$ cat src/rtl/chgc_pkg.sv
`timescale 1ns / 1ps
package chgc_pkg;

	localparam logic [1:0] REQ_ALLOC = 2'd0;
	localparam logic [1:0] REQ_READ  = 2'd1;
	localparam logic [1:0] REQ_PUSH  = 2'd2;
	localparam logic [1:0] REQ_POP   = 2'd3;

	localparam logic [1:0] ST_OK        = 2'd0;
	localparam logic [1:0] ST_EXHAUSTED = 2'd1;
	localparam logic [1:0] ST_BAD_ADDR  = 2'd2;
	localparam logic [1:0] ST_ROOT_ERR  = 2'd3;

	// pointer word: tag 2'b10 in bits 31:30, cell index below
	localparam logic [1:0] PTR_TAG = 2'b10;

	typedef struct packed {
		logic [1:0]  req_type;
		logic [31:0] head_word;
		logic [31:0] tail_word;
		logic [31:0] ref_word;
		logic        which_half;
	} in_t;

	typedef struct packed {
		logic [31:0] result_word;
		logic [1:0]  status;
	} out_t;

	typedef enum logic [4:0] {
		CMD_NOP,
		CMD_CAPTURE,
		CMD_RD_DONE,
		CMD_PUSH,
		CMD_POP_RD,
		CMD_POP_DONE,
		CMD_AL_PICK,
		CMD_AL_FREE,
		CMD_AL_WRITE,
		CMD_GC_START,
		CMD_CLR,
		CMD_ROOT_RD,
		CMD_ROOT_LD,
		CMD_V_RD,
		CMD_V_ACT,
		CMD_T_POP,
		CMD_T_CELL,
		CMD_T_HEAD,
		CMD_T_TAIL,
		CMD_S_RD,
		CMD_S_ACT,
		CMD_FIN
	} cmd_t;

	typedef struct packed {
		logic full;
		logic fc_nz;
		logic cu_lt;
		logic rc_nz;
		logic j_lt_rc;
		logic i_last;
		logic wl_nz;
		logic ovf;
		logic out_free;
	} sts_t;

endpackage

$ cat src/rtl/chgc_ctrl.sv
`timescale 1ns / 1ps
module chgc_ctrl (
	input  logic              clk,
	input  logic              arst_n,
	input  logic              in_valid,
	output logic              in_stall,
	input  logic [1:0]        req_type,
	input  chgc_pkg::sts_t    sts,
	output chgc_pkg::cmd_t    cmd
);

	typedef enum logic [22:0] {
		S_IDLE  = 23'h000001,
		S_RD    = 23'h000002,
		S_PUSH  = 23'h000004,
		S_POP   = 23'h000008,
		S_POPD  = 23'h000010,
		S_APICK = 23'h000020,
		S_AFREE = 23'h000040,
		S_AWR   = 23'h000080,
		S_APOST = 23'h000100,
		S_GSTRT = 23'h000200,
		S_GCLR  = 23'h000400,
		S_GROOT = 23'h000800,
		S_GRLD  = 23'h001000,
		S_VRD   = 23'h002000,
		S_VACT  = 23'h004000,
		S_TPOP  = 23'h008000,
		S_TCELL = 23'h010000,
		S_THEAD = 23'h020000,
		S_TTAIL = 23'h040000,
		S_SRD   = 23'h080000,
		S_SACT  = 23'h100000,
		S_FIN   = 23'h200000,
		S_GEND  = 23'h400000
	} state_t;

	state_t state_q, state_d, vret_q, vret_d;
	logic has_new_q, has_new_d, post_q, post_d;

	assign in_stall = (state_q != S_IDLE);

	always_comb begin
		state_d   = state_q;
		vret_d    = vret_q;
		has_new_d = has_new_q;
		post_d    = post_q;
		cmd       = chgc_pkg::CMD_NOP;
		unique case (state_q)
			S_IDLE: begin
				if (in_valid) begin
					cmd = chgc_pkg::CMD_CAPTURE;
					unique case (req_type)
						chgc_pkg::REQ_ALLOC: begin
							if (sts.full) begin
								has_new_d = 1'b0;
								post_d    = 1'b0;
								state_d   = S_GSTRT;
							end else begin
								state_d = S_APICK;
							end
						end
						chgc_pkg::REQ_READ: state_d = S_RD;
						chgc_pkg::REQ_PUSH: state_d = S_PUSH;
						default:            state_d = S_POP;
					endcase
				end
			end
			S_RD: begin
				cmd     = chgc_pkg::CMD_RD_DONE;
				state_d = S_FIN;
			end
			S_PUSH: begin
				cmd     = chgc_pkg::CMD_PUSH;
				state_d = S_FIN;
			end
			S_POP: begin
				cmd     = chgc_pkg::CMD_POP_RD;
				state_d = sts.rc_nz ? S_POPD : S_FIN;
			end
			S_POPD: begin
				cmd     = chgc_pkg::CMD_POP_DONE;
				state_d = S_FIN;
			end
			S_APICK: begin
				cmd = chgc_pkg::CMD_AL_PICK;
				priority if (sts.fc_nz) state_d = S_AFREE;
				else if (sts.cu_lt)     state_d = S_AWR;
				else                    state_d = S_FIN;
			end
			S_AFREE: begin
				cmd     = chgc_pkg::CMD_AL_FREE;
				state_d = S_AWR;
			end
			S_AWR: begin
				cmd     = chgc_pkg::CMD_AL_WRITE;
				state_d = S_APOST;
			end
			S_APOST: begin
				if (sts.full) begin
					has_new_d = 1'b1;
					post_d    = 1'b1;
					state_d   = S_GSTRT;
				end else begin
					state_d = S_FIN;
				end
			end
			S_GSTRT: begin
				cmd     = chgc_pkg::CMD_GC_START;
				state_d = S_GCLR;
			end
			S_GCLR: begin
				cmd = chgc_pkg::CMD_CLR;
				if (sts.i_last) begin
					if (has_new_q) begin
						vret_d  = S_GROOT;
						state_d = S_VRD;
					end else begin
						state_d = S_GROOT;
					end
				end
			end
			S_GROOT: begin
				priority if (sts.ovf) begin
					state_d = S_GEND;
				end else if (sts.j_lt_rc) begin
					cmd     = chgc_pkg::CMD_ROOT_RD;
					state_d = S_GRLD;
				end else begin
					state_d = S_TPOP;
				end
			end
			S_GRLD: begin
				cmd     = chgc_pkg::CMD_ROOT_LD;
				vret_d  = S_GROOT;
				state_d = S_VRD;
			end
			S_VRD: begin
				cmd     = chgc_pkg::CMD_V_RD;
				state_d = S_VACT;
			end
			S_VACT: begin
				cmd     = chgc_pkg::CMD_V_ACT;
				state_d = vret_q;
			end
			S_TPOP: begin
				priority if (sts.ovf) begin
					state_d = S_GEND;
				end else if (sts.wl_nz) begin
					cmd     = chgc_pkg::CMD_T_POP;
					state_d = S_TCELL;
				end else begin
					state_d = S_SRD;
				end
			end
			S_TCELL: begin
				cmd     = chgc_pkg::CMD_T_CELL;
				state_d = S_THEAD;
			end
			S_THEAD: begin
				cmd     = chgc_pkg::CMD_T_HEAD;
				vret_d  = S_TTAIL;
				state_d = S_VRD;
			end
			S_TTAIL: begin
				cmd     = chgc_pkg::CMD_T_TAIL;
				vret_d  = S_TPOP;
				state_d = S_VRD;
			end
			S_SRD: begin
				cmd     = chgc_pkg::CMD_S_RD;
				state_d = S_SACT;
			end
			S_SACT: begin
				cmd     = chgc_pkg::CMD_S_ACT;
				if (sts.i_last) state_d = S_GEND;
				else            state_d = S_SRD;
			end
			S_GEND: begin
				state_d = post_q ? S_FIN : S_APICK;
			end
			S_FIN: begin
				if (sts.out_free) begin
					cmd     = chgc_pkg::CMD_FIN;
					state_d = S_IDLE;
				end
			end
			default: state_d = S_IDLE;
		endcase
	end

	always_ff @(posedge clk or negedge arst_n) begin
		if (!arst_n) begin
			state_q   <= S_IDLE;
			vret_q    <= S_IDLE;
			has_new_q <= 1'b0;
			post_q    <= 1'b0;
		end else begin
			state_q   <= state_d;
			vret_q    <= vret_d;
			has_new_q <= has_new_d;
			post_q    <= post_d;
		end
	end

endmodule

$ cat config.mk
export PLATFORM = sky130hd
export DESIGN_NAME = chgc_ctrl
export DESIGN_NICKNAME = d
export VERILOG_FILES = /design/src/rtl/chgc_pkg.sv /design/src/rtl/chgc_ctrl.sv
export SDC_FILE = /design/constraint.sdc
export NUM_CORES = 1
export LEC_CHECK = 0
export BUFFER_PORTS_ARGS = -buffer_cell sky130_fd_sc_hd__buf_2
export CAP_MARGIN = 20
export CORE_MARGIN = 3
export CORE_UTILIZATION = 52
export CTS_CLUSTER_SIZE = 28
export DETAILED_ROUTE_END_ITERATION = 16
export PLACE_DENSITY = 0.68
export SETUP_SLACK_MARGIN = 0.3
export SLEW_MARGIN = 20
export SYNTH_ARGS = -nofsm -noshare
export SYNTH_HDL_FRONTEND = slang
export SYNTH_SLANG_ARGS = --single-unit
$ cat constraint.sdc
create_clock -name clk -period 3 [get_ports clk]
set_input_delay 0.15 -clock clk [delete_from_list [all_inputs] [get_ports clk]]
set_output_delay 0.15 -clock clk [all_outputs]
set_load 0.02 [all_outputs]
==> impl_metrics.toml <==
[run_status]
outcome = "finished clean"

[run]
cap_violations = 0

[global_route]
track_usage = 0.2307
grt_pass1_vias = 1584
grt_max_degree = 29
grt_pass1_wl_um = 7548
antenna_found_initial = 0
overflow = 0

[logic_synthesis]
syn-cell-area_um2 = 1805
ys_types = 56
yosysTopAreaCell = "dfrtp_1"
synth_most_common_cell = "dfrtp_1"
synth_area_leaders = "dfrtp_1, nor4_4, nor3_1"
ys.flop_type = "dfrtp_1"
synth_top_area_frac = 0.3604
ys_warn_count = 0
syn_area_per_cell_um2 = 9.655
syn_nets = 201
synth_commonest_cells = "dfrtp_1, nor2_1, nor3_1, inv_1, nand2_1"
synth_seq_area_share = 0.3895
async_flop_share = 1.000
synth-edff-count = 0
ys_ff_latch = 28
syn_inst = 187

[floorplanning]
die-area_um2 = 4215
start_util = 0.5681
pin_count = 20
rows = 20
die_w_um = 64.93
coreArea_um2 = 3178
die_h_um = 64.93

[sta]
fin_crit_sh = 0.8696
finalHoldViolCount = 0
worst_pin_slew_ns = 0.6274
relSlewSlack = 0.5817
setup_tns_ns = 0
fin_skew_ns = 0.006871
finalSetupViolCount = 0
drv_slew = 0
max_freq_mhz = 383.3
holdWs_ns = 0.01748
post-route-min-period_ns = 2.609
rsz0062_at_grt = "true"

[cts]
clk_path_buf_depth = 2
clk_pin_slew_worst_paths_ns = 0.15
clk_latency_ns = 0.33
cts_tree = "done"
ctsRootBufferMaster = "clkbuf_4"
h-tree-depth = 1
cts.sinks = 28
numCtsBuffers = 3
postCtsSetupRepairBufs = 0

[hold_path]
hp-start = "req_type[1]"
worstHoldPathType = "input port to register"

[routing]
ant_nets = 0
viasPerCell = 6.419
routedWlPerCell_um = 17.99
drt-total-wl_um = 4552
dr.pass1.iters = 4
remaining_drc_errors = 0
drt-initial-drc-count = 154
vias = 1624

[pwr]
ir_drop_mv = 0.3490
p_leak_uw = 0.0009822
power_uw = 1185
power_density_nw_per_um2 = 583.6

[setup_path]
cp-end-kind = "output pin"
crit_arrival_ns = 2.46
required_ns = 2.85
critPathSlowestCell = "dfrtp_1"
max_stage_delay_ns = 0.51
path_delay_family = "simple AND/OR/NAND/NOR gates"
cp-startpoint = "state_q[13]"
crit_buf_inv = 1
startpoint_type = "register"
crit_chain = "nor4_4, nand3_2, nor2_4, and4b_1, a21oi_1, nand4_1, buf_2"
cp_max_fo = 8
reg2reg_from = "state_q[13]"
crit_type = "register to output pin"

[final_layout]
utilization = 0.6390
antenna_cells = 0
postLayoutCellArea_um2 = 2031
area_growth_pct = 12.47
nets = 224
drive_gt1_frac = 0.2440

[place]
gp_congestion = 0.9288
post_dp_cell_area_um2 = 1941
place.detailed.hpwl_um = 3498
port_buffers = 19
==> power by group <==
group / internal, uW / total (uW) / switching (uW)
clock: 135 / 247 / 111
sequential: 410 / 453 / 43.3
combinational: 181 / 485 / 304
total: 726 / 1190 / 459
==> kinds of logic (layout without fill, tap and decap cells) <==
logic type,count (synthesis),in the layout,synth area share
AND/OR/NAND/NOR,107,107,0.4068
AO/OA/AOI/OAI,29,29,0.1241
flip-flops,28,28,0.3895
buffers and inverters,15,37,0.03742
XOR/XNOR,7,7,0.03396
multiplexers,1,1,0.008314
==> cell type report <==
cell class | instances | area, um2
Tap cell | 44 | 55.05
Clock buffer | 3 | 22.52
Multi-Input combinational cell | 144 | 1062
Clock inverter | 1 | 30.03
Fill cell | 266 | 1147
Inverter | 12 | 45.04
Timing Repair Buffer | 21 | 112.6
Sequential cell | 28 | 703.2
==> routing by layer <==
metal / routed length (um) / part of all wire / up-vias / track usage
met4: 15 / 0.0033 / 0 / 0.06069
met2: 2213 / 0.49 / 66 / 0.3806
met3: 316 / 0.069 / 2 / 0.02253
li1: - / - / 760 / -
met5: 0 / 0 / - / 0
met1: 2006 / 0.44 / 796 / 0.3230
==> cell usage in the layout, fill, tap and decap left out, types with 7 or more instances in the layout <==
| master | n |
|---|---|
| nor3_1 | 12 |
| nor2_1 | 13 |
| inv_1 | 12 |
| nand2_1 | 11 |
| buf_2 | 19 |
| nand3_1 | 7 |
| a21oi_1 | 7 |
| dfrtp_1 | 26 |
==> worst paths after layout <==
check | endpoint | slack [ns] | cells after the start
hold / removal | state_q[1] | 0.02 | 2
hold reg to reg | vret_q[18] | 0.49 | 1
min in group asynchronous | state_q[6] | 0.35 | 2
max in group asynchronous | state_q[10] | 2.24 | 2
setup / recovery | cmd[2] | 0.39 | 7
setup reg to reg | vret_q[11] | 0.49 | 6
==> sequential cells by signal, summed over array words and instances (netlist names) <==
name     cells
state_q     23
post_q       1
vret_q       4
==> stage by stage <==
step	cells	worst slack [ns]
final	253	0.3912
after global routing	253	0.2716
after CTS	253	0.3323
after detailed placement	248	0.4044
after global placement	248	0.3093
after floorplan	187	0.8337
==> timing repair <==
item	4_1_cts	5_1_grt
endpoints found under the setup margin	1	6
hold endpoints to repair	26	0
hold buffers	1	0
gates cloned	0	0
resized for setup	1	5
(Power assumes the default switching activity.)
